==> src/design/fgae_pkg.sv <==
// shared types, widths, reset values and helpers for the fixed-gain altitude estimator
// no dependencies; used by fgae_ctrl, fgae_dp and fixed_gain_altitude_estimator_top

package fgae_pkg;

    localparam int DataW  = 40;
    localparam int StampW = 48;
    localparam int GainW  = 18;
    localparam int MaxDtW = 17;
    localparam int ErrW   = DataW + 1;
    localparam int MagAW  = ErrW;
    localparam int MagBW  = StampW;
    localparam int ChunkW = MagBW / 2;
    localparam int ProdW  = MagAW + MagBW;
    localparam int SumW   = DataW + 2;
    localparam int CfgIdxW = 3;

    localparam logic [GainW-1:0]  GainPaRst = 18'd6554;
    localparam logic [GainW-1:0]  GainVaRst = 18'd3277;
    localparam logic [GainW-1:0]  GainVcRst = 18'd3277;
    localparam logic [GainW-1:0]  GainAaRst = 18'd65536;
    localparam logic [MaxDtW-1:0] MaxDtRst  = 17'd65536;

    // last multiplier operation of each item kind
    localparam logic [1:0] LastOpPredict = 2'd2;
    localparam logic [1:0] LastOpUpdate  = 2'd3;

    typedef enum logic [CfgIdxW-1:0] {
        CFG_GAIN_PA = 3'd0,
        CFG_GAIN_VA = 3'd1,
        CFG_GAIN_VC = 3'd2,
        CFG_GAIN_AA = 3'd3,
        CFG_MAX_DT  = 3'd4
    } cfg_idx_t;

    typedef enum logic [1:0] {
        ACT_PREDICT = 2'd0,
        ACT_ALT     = 2'd1,
        ACT_ACC     = 2'd2,
        ACT_BOTH    = 2'd3
    } action_t;

    typedef struct packed {
        logic       capture;
        logic       prep;
        logic       load;
        logic       mul_step;
        logic       chunk_hi;
        logic       round;
        logic       commit;
        logic [1:0] op_idx;
    } cmd_t;

    typedef struct packed {
        logic is_predict;
    } sts_t;

    // saturate a widened sum to the 40-bit signed range
    function automatic logic signed [DataW-1:0] sat_sum(input logic signed [SumW-1:0] x);
        logic signed [SumW-1:0] hi_lim;
        logic signed [SumW-1:0] lo_lim;
        hi_lim = 42'sd549755813887;
        lo_lim = -42'sd549755813888;
        if (x > hi_lim)
        begin
            return hi_lim[DataW-1:0];
        end
        else if (x < lo_lim)
        begin
            return lo_lim[DataW-1:0];
        end
        return x[DataW-1:0];
    endfunction

endpackage

==> src/design/fgae_ctrl.sv <==
// sequencer for the estimator: steps each transaction through prep, multiply and commit
// depends on fgae_pkg for command and status types

module fgae_ctrl (
    input  logic               clk,
    input  logic               rst_n,
    input  logic               s_tvalid,
    output logic               s_tready,
    output logic               m_tvalid,
    input  logic               m_tready,
    input  fgae_pkg::sts_t     sts,
    output fgae_pkg::cmd_t     cmd
);

    typedef enum logic [5:0] {
        S_IDLE   = 6'b000001,
        S_PREP   = 6'b000010,
        S_LOAD   = 6'b000100,
        S_MUL    = 6'b001000,
        S_ROUND  = 6'b010000,
        S_COMMIT = 6'b100000
    } state_t;

    state_t     state_reg, state_next;
    logic [1:0] op_idx_reg, op_idx_next;
    logic       chunk_reg, chunk_next;
    logic       out_valid_reg, out_valid_next;
    logic       accept;
    logic       slot_free;
    logic       last_op;

    assign s_tready  = (state_reg == S_IDLE);
    assign accept    = s_tvalid && s_tready;
    assign slot_free = !out_valid_reg || m_tready;
    assign last_op   = sts.is_predict ? (op_idx_reg == fgae_pkg::LastOpPredict)
                                      : (op_idx_reg == fgae_pkg::LastOpUpdate);
    assign m_tvalid  = out_valid_reg;

    always_comb
    begin
        state_next  = state_reg;
        op_idx_next = op_idx_reg;
        chunk_next  = chunk_reg;
        case (state_reg)
            S_IDLE:
            begin
                if (accept)
                begin
                    state_next = S_PREP;
                end
            end
            S_PREP:
            begin
                op_idx_next = '0;
                state_next  = S_LOAD;
            end
            S_LOAD:
            begin
                chunk_next = 1'b0;
                state_next = S_MUL;
            end
            S_MUL:
            begin
                if (chunk_reg)
                begin
                    state_next = S_ROUND;
                end
                else
                begin
                    chunk_next = 1'b1;
                end
            end
            S_ROUND:
            begin
                if (last_op)
                begin
                    state_next = S_COMMIT;
                end
                else
                begin
                    op_idx_next = op_idx_reg + 2'd1;
                    state_next  = S_LOAD;
                end
            end
            S_COMMIT:
            begin
                if (slot_free)
                begin
                    state_next = S_IDLE;
                end
            end
            default:
            begin
                state_next = S_IDLE;
            end
        endcase
    end

    always_comb
    begin
        cmd          = '0;
        cmd.capture  = accept;
        cmd.prep     = (state_reg == S_PREP);
        cmd.load     = (state_reg == S_LOAD);
        cmd.mul_step = (state_reg == S_MUL);
        cmd.chunk_hi = chunk_reg;
        cmd.round    = (state_reg == S_ROUND);
        cmd.commit   = (state_reg == S_COMMIT) && slot_free;
        cmd.op_idx   = op_idx_reg;
    end

    always_comb
    begin
        out_valid_next = out_valid_reg;
        if (cmd.commit)
        begin
            out_valid_next = 1'b1;
        end
        else if (m_tready)
        begin
            out_valid_next = 1'b0;
        end
    end

    always_ff @(posedge clk or negedge rst_n)
    begin
        if (!rst_n)
        begin
            state_reg     <= S_IDLE;
            op_idx_reg    <= '0;
            chunk_reg     <= 1'b0;
            out_valid_reg <= 1'b0;
        end
        else
        begin
            state_reg     <= state_next;
            op_idx_reg    <= op_idx_next;
            chunk_reg     <= chunk_next;
            out_valid_reg <= out_valid_next;
        end
    end

    a_accept_to_prep: assert property (@(posedge clk) disable iff (!rst_n)
        accept |=> state_reg == S_PREP)
        else $error("accepted transaction did not move to prep");

    a_commit_after_last_op: assert property (@(posedge clk) disable iff (!rst_n)
        state_reg == S_COMMIT |->
            (sts.is_predict && op_idx_reg == fgae_pkg::LastOpPredict) ||
            (!sts.is_predict && op_idx_reg == fgae_pkg::LastOpUpdate))
        else $error("commit reached before all products were formed");

    a_round_after_both_chunks: assert property (@(posedge clk) disable iff (!rst_n)
        state_reg == S_ROUND |-> $past(state_reg) == S_MUL && $past(chunk_reg))
        else $error("rounding started before the upper chunk was accumulated");

endmodule

==> src/design/fgae_dp.sv <==
// datapath of the estimator: config registers, state, dt and error forming,
// a two-chunk sign-magnitude multiplier with rounding, and the output register; uses fgae_pkg

module fgae_dp (
    input  logic                                 clk,
    input  logic                                 rst_n,
    input  fgae_pkg::cmd_t                       cmd,
    output fgae_pkg::sts_t                       sts,
    input  logic [1:0]                           action,
    input  logic [fgae_pkg::StampW-1:0]          time_stamp,
    input  logic signed [fgae_pkg::DataW-1:0]    meas_altitude,
    input  logic signed [fgae_pkg::DataW-1:0]    meas_acceleration,
    input  logic                                 cfg_we,
    input  logic [fgae_pkg::CfgIdxW-1:0]         cfg_index,
    input  logic [fgae_pkg::GainW-1:0]           cfg_data,
    output logic signed [fgae_pkg::DataW-1:0]    est_position,
    output logic signed [fgae_pkg::DataW-1:0]    est_velocity,
    output logic signed [fgae_pkg::DataW-1:0]    est_acceleration
);

    localparam int DW = fgae_pkg::DataW;
    localparam int SW = fgae_pkg::StampW;
    localparam int EW = fgae_pkg::ErrW;
    localparam int AW = fgae_pkg::MagAW;
    localparam int BW = fgae_pkg::MagBW;
    localparam int CW = fgae_pkg::ChunkW;
    localparam int PW = fgae_pkg::ProdW;
    localparam int XW = fgae_pkg::SumW;
    localparam int GW = fgae_pkg::GainW;
    localparam int TW = fgae_pkg::MaxDtW;

    localparam logic [PW-1:0] HalfLsb16 = PW'(1) << (fgae_pkg::GainW - 3);
    localparam logic [PW-1:0] HalfLsb17 = PW'(1) << (fgae_pkg::GainW - 2);
    localparam logic [PW-1:0] PosLimit  = (PW'(1) << (DW - 1)) - PW'(1);
    localparam logic [PW-1:0] NegLimit  = PW'(1) << (DW - 1);

    // configuration
    logic [GW-1:0] gain_pa_reg, gain_va_reg, gain_vc_reg, gain_aa_reg;
    logic [TW-1:0] max_dt_reg;

    // filter state
    logic signed [DW-1:0] pos_reg, vel_reg, acc_reg;
    logic signed [DW-1:0] pos_next, vel_next, acc_next;
    logic [SW-1:0]        last_stamp_reg;

    // captured transaction and derived operands
    logic [1:0]           action_reg;
    logic [SW-1:0]        stamp_in_reg;
    logic signed [DW-1:0] alt_in_reg, acc_in_reg;
    logic signed [SW-1:0] dt_reg, dt_next;
    logic signed [EW-1:0] e_alt_reg, e_acc_reg, e_alt_next, e_acc_next;

    // multiplier
    logic signed [EW-1:0] op_a;
    logic signed [SW:0]   op_b;
    logic                 op_half17;
    logic [AW-1:0]        a_mag_reg, a_mag_next;
    logic [BW-1:0]        b_mag_reg, b_mag_next;
    logic                 neg_reg, half17_reg;
    logic [AW+CW-1:0]     part;
    logic [PW-1:0]        prod_reg, prod_next;
    logic [PW-1:0]        rsum, qmag;
    logic signed [DW-1:0] rounded;
    logic signed [DW-1:0] res_reg [4];

    logic [SW-1:0]        diff;
    logic signed [SW-1:0] max_dt_ext;

    assign sts.is_predict = (action_reg == fgae_pkg::ACT_PREDICT);

    always_ff @(posedge clk or negedge rst_n)
    begin
        if (!rst_n)
        begin
            gain_pa_reg <= fgae_pkg::GainPaRst;
            gain_va_reg <= fgae_pkg::GainVaRst;
            gain_vc_reg <= fgae_pkg::GainVcRst;
            gain_aa_reg <= fgae_pkg::GainAaRst;
            max_dt_reg  <= fgae_pkg::MaxDtRst;
        end
        else if (cfg_we)
        begin
            case (cfg_index)
                fgae_pkg::CFG_GAIN_PA: gain_pa_reg <= cfg_data;
                fgae_pkg::CFG_GAIN_VA: gain_va_reg <= cfg_data;
                fgae_pkg::CFG_GAIN_VC: gain_vc_reg <= cfg_data;
                fgae_pkg::CFG_GAIN_AA: gain_aa_reg <= cfg_data;
                fgae_pkg::CFG_MAX_DT:  max_dt_reg  <= cfg_data[TW-1:0];
                default:               ;
            endcase
        end
    end

    // dt is the wrapped signed stamp difference, clamped above only
    assign diff       = stamp_in_reg - last_stamp_reg;
    assign max_dt_ext = $signed({{(SW-TW){1'b0}}, max_dt_reg});

    always_comb
    begin
        dt_next = $signed(diff);
        if ($signed(diff) > max_dt_ext)
        begin
            dt_next = max_dt_ext;
        end
        e_alt_next = '0;
        e_acc_next = '0;
        if (action_reg[0])
        begin
            e_alt_next = EW'(alt_in_reg) - EW'(pos_reg);
        end
        if (action_reg[1])
        begin
            e_acc_next = EW'(acc_in_reg) - EW'(acc_reg);
        end
    end

    // operand pair for each product
    always_comb
    begin
        op_a      = '0;
        op_b      = '0;
        op_half17 = 1'b0;
        if (sts.is_predict)
        begin
            op_b = (SW+1)'(dt_reg);
            case (cmd.op_idx)
                2'd0: op_a = EW'(acc_reg);
                2'd1: op_a = EW'(vel_reg);
                2'd2:
                begin
                    op_a      = EW'(res_reg[0]);
                    op_half17 = 1'b1;
                end
                default: op_a = '0;
            endcase
        end
        else
        begin
            case (cmd.op_idx)
                2'd0:
                begin
                    op_a = e_alt_reg;
                    op_b = $signed({{(SW+1-GW){1'b0}}, gain_pa_reg});
                end
                2'd1:
                begin
                    op_a = e_alt_reg;
                    op_b = $signed({{(SW+1-GW){1'b0}}, gain_va_reg});
                end
                2'd2:
                begin
                    op_a = e_acc_reg;
                    op_b = $signed({{(SW+1-GW){1'b0}}, gain_vc_reg});
                end
                2'd3:
                begin
                    op_a = e_acc_reg;
                    op_b = $signed({{(SW+1-GW){1'b0}}, gain_aa_reg});
                end
                default:
                begin
                    op_a = '0;
                    op_b = '0;
                end
            endcase
        end
    end

    assign a_mag_next = op_a[EW-1] ? AW'(-op_a) : AW'(op_a);
    assign b_mag_next = op_b[SW] ? BW'(-op_b) : BW'(op_b);

    // one 41 x 24 partial product per cycle, low chunk first
    assign part = a_mag_reg * (cmd.chunk_hi ? b_mag_reg[BW-1:CW] : b_mag_reg[CW-1:0]);
    assign prod_next = cmd.chunk_hi ? (prod_reg + {part, {CW{1'b0}}})
                                    : {{(PW-AW-CW){1'b0}}, part};

    // round half away from zero on the magnitude, then saturate
    assign rsum = prod_reg + (half17_reg ? HalfLsb17 : HalfLsb16);
    assign qmag = half17_reg ? (rsum >> (fgae_pkg::GainW - 1))
                             : (rsum >> (fgae_pkg::GainW - 2));

    always_comb
    begin
        if (neg_reg)
        begin
            if (qmag > NegLimit)
            begin
                rounded = $signed(NegLimit[DW-1:0]);
            end
            else
            begin
                rounded = -$signed(qmag[DW-1:0]);
            end
        end
        else
        begin
            if (qmag > PosLimit)
            begin
                rounded = $signed(PosLimit[DW-1:0]);
            end
            else
            begin
                rounded = $signed(qmag[DW-1:0]);
            end
        end
    end

    always_comb
    begin
        if (sts.is_predict)
        begin
            pos_next = fgae_pkg::sat_sum(XW'(pos_reg) + XW'(res_reg[1]) + XW'(res_reg[2]));
            vel_next = fgae_pkg::sat_sum(XW'(vel_reg) + XW'(res_reg[0]));
            acc_next = acc_reg;
        end
        else
        begin
            pos_next = fgae_pkg::sat_sum(XW'(pos_reg) + XW'(res_reg[0]));
            vel_next = fgae_pkg::sat_sum(XW'(vel_reg) + XW'(res_reg[1]) + XW'(res_reg[2]));
            acc_next = fgae_pkg::sat_sum(XW'(acc_reg) + XW'(res_reg[3]));
        end
    end

    always_ff @(posedge clk or negedge rst_n)
    begin
        if (!rst_n)
        begin
            pos_reg        <= '0;
            vel_reg        <= '0;
            acc_reg        <= '0;
            last_stamp_reg <= '0;
        end
        else if (cmd.commit)
        begin
            pos_reg <= pos_next;
            vel_reg <= vel_next;
            acc_reg <= acc_next;
            if (sts.is_predict)
            begin
                last_stamp_reg <= stamp_in_reg;
            end
        end
    end

    always_ff @(posedge clk)
    begin
        if (cmd.capture)
        begin
            action_reg   <= action;
            stamp_in_reg <= time_stamp;
            alt_in_reg   <= meas_altitude;
            acc_in_reg   <= meas_acceleration;
        end
        if (cmd.prep)
        begin
            dt_reg    <= dt_next;
            e_alt_reg <= e_alt_next;
            e_acc_reg <= e_acc_next;
        end
        if (cmd.load)
        begin
            a_mag_reg  <= a_mag_next;
            b_mag_reg  <= b_mag_next;
            neg_reg    <= op_a[EW-1] ^ op_b[SW];
            half17_reg <= op_half17;
        end
        if (cmd.mul_step)
        begin
            prod_reg <= prod_next;
        end
        if (cmd.round)
        begin
            res_reg[cmd.op_idx] <= rounded;
        end
        if (cmd.commit)
        begin
            est_position     <= pos_next;
            est_velocity     <= vel_next;
            est_acceleration <= acc_next;
        end
    end

    a_output_matches_state: assert property (@(posedge clk) disable iff (!rst_n)
        cmd.commit |=> est_position == pos_reg && est_velocity == vel_reg &&
                       est_acceleration == acc_reg)
        else $error("output register differs from committed state");

    a_dt_clamped: assert property (@(posedge clk) disable iff (!rst_n)
        cmd.prep && sts.is_predict |=> dt_reg <= max_dt_ext)
        else $error("time step exceeds its clamp");

endmodule

==> src/design/fixed_gain_altitude_estimator_top.sv <==
// top level of the fixed-gain altitude estimator (alpha-beta-gamma filter, Q24.16)
// depends on fgae_pkg, fgae_ctrl and fgae_dp
//
//  channel  | handshake         | payload
//  ---------+-------------------+------------------------------------------------
//  s_*      | s_tvalid/s_tready | tuser action, tdata stamp/altitude/acceleration
//  m_*      | m_tvalid/m_tready | tdata position/velocity/acceleration
//  cfg_*    | cfg_valid/ready   | cfg_index register, cfg_data value
//
// one transaction at a time: each passes the idle state that accepts it, prep, then for every
// product of the shared 41 x 24 multiplier a load, two chunks and a rounding step (three
// products for predict, four for update), then commit; commit holds while the previous
// result is still unread
// the result sits in an output register, so the next transaction is accepted while it waits
// reset clears the estimates and last stamp and loads the default gains; cfg_ready is always high

module fixed_gain_altitude_estimator_top (
    input  logic                                clk,
    input  logic                                rst_n,
    input  logic                                s_tvalid,
    output logic                                s_tready,
    input  logic [1:0]                          s_tuser,   // [1:0] action
    input  logic [127:0]                        s_tdata,   // [47:0] time_stamp,
                                                           // [87:48] meas_altitude,
                                                           // [127:88] meas_acceleration
    output logic                                m_tvalid,
    input  logic                                m_tready,
    output logic [119:0]                        m_tdata,   // [39:0] est_position,
                                                           // [79:40] est_velocity,
                                                           // [119:80] est_acceleration
    input  logic                                cfg_valid,
    output logic                                cfg_ready,
    input  logic [fgae_pkg::CfgIdxW-1:0]        cfg_index,
    input  logic [fgae_pkg::GainW-1:0]          cfg_data
);

    fgae_pkg::cmd_t                    cmd;
    fgae_pkg::sts_t                    sts;
    logic signed [fgae_pkg::DataW-1:0] est_position;
    logic signed [fgae_pkg::DataW-1:0] est_velocity;
    logic signed [fgae_pkg::DataW-1:0] est_acceleration;

    assign cfg_ready = 1'b1;
    assign m_tdata   = {est_acceleration, est_velocity, est_position};

    fgae_ctrl u_ctrl (
        .clk      (clk),
        .rst_n    (rst_n),
        .s_tvalid (s_tvalid),
        .s_tready (s_tready),
        .m_tvalid (m_tvalid),
        .m_tready (m_tready),
        .sts      (sts),
        .cmd      (cmd)
    );

    fgae_dp u_dp (
        .clk               (clk),
        .rst_n             (rst_n),
        .cmd               (cmd),
        .sts               (sts),
        .action            (s_tuser),
        .time_stamp        (s_tdata[47:0]),
        .meas_altitude     ($signed(s_tdata[87:48])),
        .meas_acceleration ($signed(s_tdata[127:88])),
        .cfg_we            (cfg_valid && cfg_ready),
        .cfg_index         (cfg_index),
        .cfg_data          (cfg_data),
        .est_position      (est_position),
        .est_velocity      (est_velocity),
        .est_acceleration  (est_acceleration)
    );

endmodule

==> config.mk <==
export PLATFORM = sky130hd
export DESIGN_NAME = fixed_gain_altitude_estimator_top
export DESIGN_NICKNAME = d
export VERILOG_FILES = /design/src/design/fgae_pkg.sv /design/src/design/fgae_ctrl.sv /design/src/design/fgae_dp.sv /design/src/design/fixed_gain_altitude_estimator_top.sv
export SDC_FILE = /design/constraint.sdc
export NUM_CORES = 2
export LEC_CHECK = 0
export ABC_AREA = 1
export BUFFER_PORTS_ARGS = -buffer_cell sky130_fd_sc_hd__buf_2
export CAP_MARGIN = 5
export CELL_PAD_IN_SITES_DETAIL_PLACEMENT = 0
export CELL_PAD_IN_SITES_GLOBAL_PLACEMENT = 1
export CORE_ASPECT_RATIO = 0.5
export CORE_MARGIN = 4
export CORE_UTILIZATION = 30
export CTS_CLUSTER_DIAMETER = 120
export DETAILED_ROUTE_END_ITERATION = 6
export PLACE_DENSITY = 0.63
export SYNTH_ARGS = -nofsm -noshare
export SYNTH_HDL_FRONTEND = slang
export SYNTH_SLANG_ARGS = --single-unit
==> constraint.sdc <==
create_clock -name clk -period 10.65 [get_ports clk]
set_input_delay 1.065 -clock clk [delete_from_list [all_inputs] [get_ports clk]]
set_output_delay 1.065 -clock clk [all_outputs]
set_load 0.01 [all_outputs]
# After elaboration in Yosys (flattened, before gate mapping)
# Memory sizes are Yosys's and may differ from the RTL's.
# Cells that the tools add are included.
word_totals:
  ff_bits: 827
  mem_count: 1
  ramBits: 160
  wordCells: 162
op_classes:
  multipliers: 1
  eq_ne: 17
  n_reduce_logical: 20
  n_bitwise: 1
  addsub: 16
  muxes: 62
  order_cmp: 13
mem_list:
  columns: ["name", "words", "word_bits", "rd", "rd_ports_with_merged_regs", "wr", "line", "rtl"]
  rows:
  - ["u_dp.res_reg", 4, 40, 4, 0, 1, "fgae_dp.sv:64", "logic signed [DW-1:0] res_reg [4];"]
op_table:
  columns: ["cell", "count"]
  rows:
  - ["$mux 40", 22]
  - ["$gt 42x40->1 const B", 5]
  - ["$lt 42x40->1 const B", 5]
  - ["$add 40x40->41", 5]
  - ["$pmux 49 s4", 1]
  - ["$add 89x89->89", 2]
  - ["$pmux 41 s3", 1]
  - ["$gt 89x39->1 const B", 1]
  - ["$gt 89x40->1 const B", 1]
  - ["$add 41x40->42", 2]
  - ["$pmux 41 s2", 1]
  - ["$sub 40x40->41", 2]
  - ["$mux 73", 1]
  - ["$mul 41x65->65", 1]
  - ["$mux 65", 1]
  - ["$mux 49", 1]
  - ["$gt 48x18->1", 1]
  - ["$mux 48", 1]
  - ["$neg 48->48", 1]
  - ["$sub 48x48->48", 1]
  - ["$mux 41", 1]
  - ["$neg 41->41", 1]
  - ["$neg 40->40", 1]
  - ["$pmux 6 s6", 1]
  - ["31 further kinds", 70]

# Longest topological paths before layout
# An unclocked memory read counts as a cell.
logic_depth:
  depth_word: 9
  depth_mapped: 51
  ltp_nobuf: 49

# Hierarchy
# A second synthesis with hierarchy kept.
hier_totals:
  hier_cells: 13669
  hier_area_um2: 104476.5
modules_own_cells:
  columns: ["mod", "cells_each", "area_per_inst_um2", "seq_area_each_um2", "instances"]
  rows:
  - ["fgae_dp", 13593, 103824.6, 27630.2, 1]
  - ["fgae_ctrl", 74, 640.6, 251.5, 1]
  - ["fixed_gain_altitude_estimator_top", 2, 11.3, 0.0, 1]

# Worst setup path before layout
# OpenSTA, ideal clock, no wires.
synth_timing:
  kind: "register to register"
  start: "register u_ctrl.state_reg[3]"
  end: "register u_ctrl.state_reg[3]"
  setup_time_ns: 0.120
  synth_period_minus_slack_ns: 10.288
  required_ns: 10.530
  setup_slack_ns: 0.362
  path_stages_with_launch: 3
  arrival_time_ns: 10.167
  cell_sequence: "dfrtp_1 -> nor4_1 -> or2_2"
synth_between:
  elab_chain_len: 4
  elab_cells_between_ends: 12
  cone_classes: "eq/ne: 9; mux: 1; reduce/logical: 2"
synth_rtl:
  columns: ["item", "line", "rtl"]
  rows:
  - ["start: declaration", "fgae_ctrl.sv:24", "state_t state_reg, state_next;"]
  - ["start signal: assignment", "fgae_ctrl.sv:136", "state_reg <= state_next;"]
  - ["$eq 6x1->1", "fgae_ctrl.sv:32, fgae_ctrl.sv:44", null]
  - ["$logic_and 1x1->1", "fgae_ctrl.sv:33", "assign accept = s_tvalid && s_tready;"]
  - ["$ne 2x2->1 (no source line)", null, null]
  - ["$reduce_and 3->1 (no source line)", null, null]
# Several ways; a longest one is shown, not always the timed one.
# A chain may end at the register's enable or synchronous reset.

# Final worst setup path
layout_timing:
  start: "register u_ctrl.chunk_reg"
  end: "register u_dp.prod_reg[85], data pin"
layout_between:
  elab_chain_len: 3
layout_rtl:
  columns: ["item", "line", "rtl"]
  rows:
  - ["start: declaration", "fgae_ctrl.sv:26", "logic chunk_reg, chunk_next;"]
  - ["start signal: assignment", "fgae_ctrl.sv:138", "chunk_reg <= chunk_next;"]
  - ["$mux 24", "fgae_dp.sv:173", "assign part = a_mag_reg * (cmd.chunk_hi ? b_mag_reg[BW-1:CW] : b_mag_reg[CW-1:0]);"]
  - ["$mul 41x65->65", "fgae_dp.sv:173", null]
  - ["$add 89x89->89", "fgae_dp.sv:174", "assign prod_next = cmd.chunk_hi ? (prod_reg + {part, {CW{1'b0}}})"]
  - ["end signal: assignment", "fgae_dp.sv:269", "prod_reg <= prod_next;"]
  - ["end: declaration", "fgae_dp.sv:61", "logic [PW-1:0] prod_reg, prod_next;"]
# Several ways; a longest one is shown, not always the timed one.

==> impl_metrics.toml <==
[cells_and_area]
syn_to_final_growth_pct = 12.0
largest_register_ff_count = 160
layout-drive-gt1-share_pct = 7.02
instances_no_fill = 18680
final_nets = 15663

[placement]
placed_cells = 18455
hpwl_um = 402000
io_buffers = 277
gp_congestion = 1.01

[global_route]
grt_util_all_layers_pct = 26.5
grt_pass1_wl_um = 688000
grt_overflow = 0
antenna_found_initial = 49
grt_pass1_vias = 95246
grt_max_degree = 96

[clock_network]
cts_buffers = 107
clock_sinks = 972
cts_tree = "done"
clockBufferDepth = 3
clkTransAtPathRegs_ps = 70
cts-htree-levels = 3
clock_latency_ps = 820
cts_root_buf = "clkbuf_16"

[worst_setup_path]
cp-start-kind = "register"
crit_path_end_kind = "register"
slowest_delay_ps = 600
rr_startpoint = "u_ctrl.chunk_reg$_DFFE_PN0P_"
worstSetupPathType = "register to register"
worst_path_max_delay_cell = "fa_1"
required_ps = 11260
worstSetupStartpoint = "u_ctrl.chunk_reg$_DFFE_PN0P_"
worstPathArrival_ps = 10880
critPathMaxFanout = 26
critPathMostFrequentCell = "fa_1"

[yosys]
yosysMostFrequentCell = "nand2_1"
yosysSeqAreaShare_pct = 26.8
syn_area_per_cell_um2 = 7.63
async_flop_share_pct = 27.5
synthFlopType = "edfxtp_1"
synth_fp_nets = 15335
synth_edf_count = 705
synth-seq-cells = 972
synth_cell_types = 66
ys_warn_count = 0
yosys.area.top_type = "edfxtp_1"
synth_top_cells_by_count = "3523 x nand2_1, 2135 x inv_1, 1565 x nor2_1, 946 x fa_1, 803 x a21oi_1"
synthTopCellsByArea = "edfxtp_1 20%, fa_1 18%, nand2_1 13%, inv_1 7.7%, ha_1 7.4%"
syn-cell-area_um2 = 104000
synth.top_cell.area_share_pct = 20.4
synth_cells = 13620

[routing]
routed_wl_um = 481000
wire_per_inst_um = 25.8
vias = 95866
drc = 3
drt_first_pass_iters = 7
ant_nets = 0
drtIter0Drc = 9886
via_per_inst = 5.13

[sta]
post-route-min-period_ps = 10270
hold_slack_ps = 170
tightest_slew_ps = 1450
clock_skew_ps = 122
setup_viol = 0
hold_violations = 0
fin_crit_sh_pct = 96.5
maxSlewViolCount = 0
max_freq_mhz = 97.4
slew_headroom_pct = 2.32

[die]
die_w_um = 840
coreArea_um2 = 344000
core.rowCount = 152
die-area_um2 = 356000
die_y_um = 424
boundaryPins = 279
initial_core_util_pct = 30.2

[run]
drv_cap = 0

[outcome]
violations = "DRC"
outcome = "complete, but fails checks"

[hold_path]
hold_class = "input port to asynchronous set/reset pin"
==> placed cells by master, fill, tap and decap left out, types with 276 or more instances in the layout <==
cell and n:
inv_1 2133, o21ai_0 660, edfxtp_1 705, nor2_1 1557, a21oi_1 795, fa_1 946
ha_1 611, nand2_1 3517, buf_2 276, buf_4 301, nand3_1 560
==> worst max-delay path: cells and delay by family, from the launching register on <==
kind | cells | cell delay, ps
buffers and inverters | 9 | 1110
AOI/OAI and AO/OA | 10 | 2300
xor gates and xnor gates | 1 | 500
DFF | 1 | 430
adders and majority gates | 9 | 4520
and+or+nand+nor | 5 | 1250
==> per-stage QoR <==
step | utilization [%] | worst slack, ps | area, µm² | setup TNS (ps)
floorplan | - | 362 | 104000 | 0
global placement | 32.7 | 40.7 | 112000 | 0
detailed placement | 32.7 | 120 | 112000 | 0
CTS | 33.8 | 127 | 116000 | 0
global route | 33.8 | -23.2 | 116000 | -23.2
finish | 33.8 | 378 | 116000 | 0
==> area by class of cell <==
type	count	area, µm²
antenna	19	47.5
clock buffer	126	2830
clock inverter	76	983
fill	36909	228000
inverter	2168	8150
multi-input combinational	10094	66600
sequential	972	27900
tap	4620	5780
timing repair buffer	605	4180
==> metal layers <==
| layer | share of wire [%] | wire (µm) | up-vias | GRT usage, % |
|---|---|---|---|---|
| met5 | 0.027 | 132 | - | 0 |
| li1 | - | - | 44076 | - |
| met4 | 3.1 | 14800 | 18 | 7.18 |
| met1 | 46 | 223000 | 47892 | 38.6 |
| met2 | 44 | 209000 | 3320 | 41.1 |
| met3 | 7.0 | 33800 | 560 | 3.78 |
==> path summary, 6_finish.rpt <==
path                                                    endpoint  slack [ps]  cells past startpoint
min in group clk                   u_dp.alt_in_reg[21]$_DFFE_PP_         410                      1
worst min-delay path                u_dp.pos_reg[23]$_DFFE_PN0P_         170                      1
worst max register to register   u_dp.prod_reg[85]$_SDFFCE_PN0P_         380                     34
max in group asynchronous           u_ctrl.chunk_reg$_DFFE_PN0P_        8080                      3
worst max-delay path             u_dp.prod_reg[85]$_SDFFCE_PN0P_         380                     34
worst min register to register  u_dp.gain_pa_reg[13]$_DFFE_PN0P_         480                      2
==> kinds of logic after synthesis <==
group / Yosys count / synth area share (%)
xor gates and xnor gates: 399 / 3.37
buffers and inverters: 2554 / 9.35
AOI/OAI and AO/OA: 2005 / 10.9
adders and majority gates: 1559 / 25.6
muxes: 4 / 0.0397
DFF: 972 / 26.8
other: 1 / 0.00361
and+or+nand+nor: 6126 / 23.9
==> timing repair <==
item	CTS	global route
setup buffers	0	3
hold buffers	0	0
setup endpoints to repair	0	16
resized for setup	0	24
Power is not shown: default switching activity piles up to over one toggle a cycle in this logic, so the estimate is an artifact.
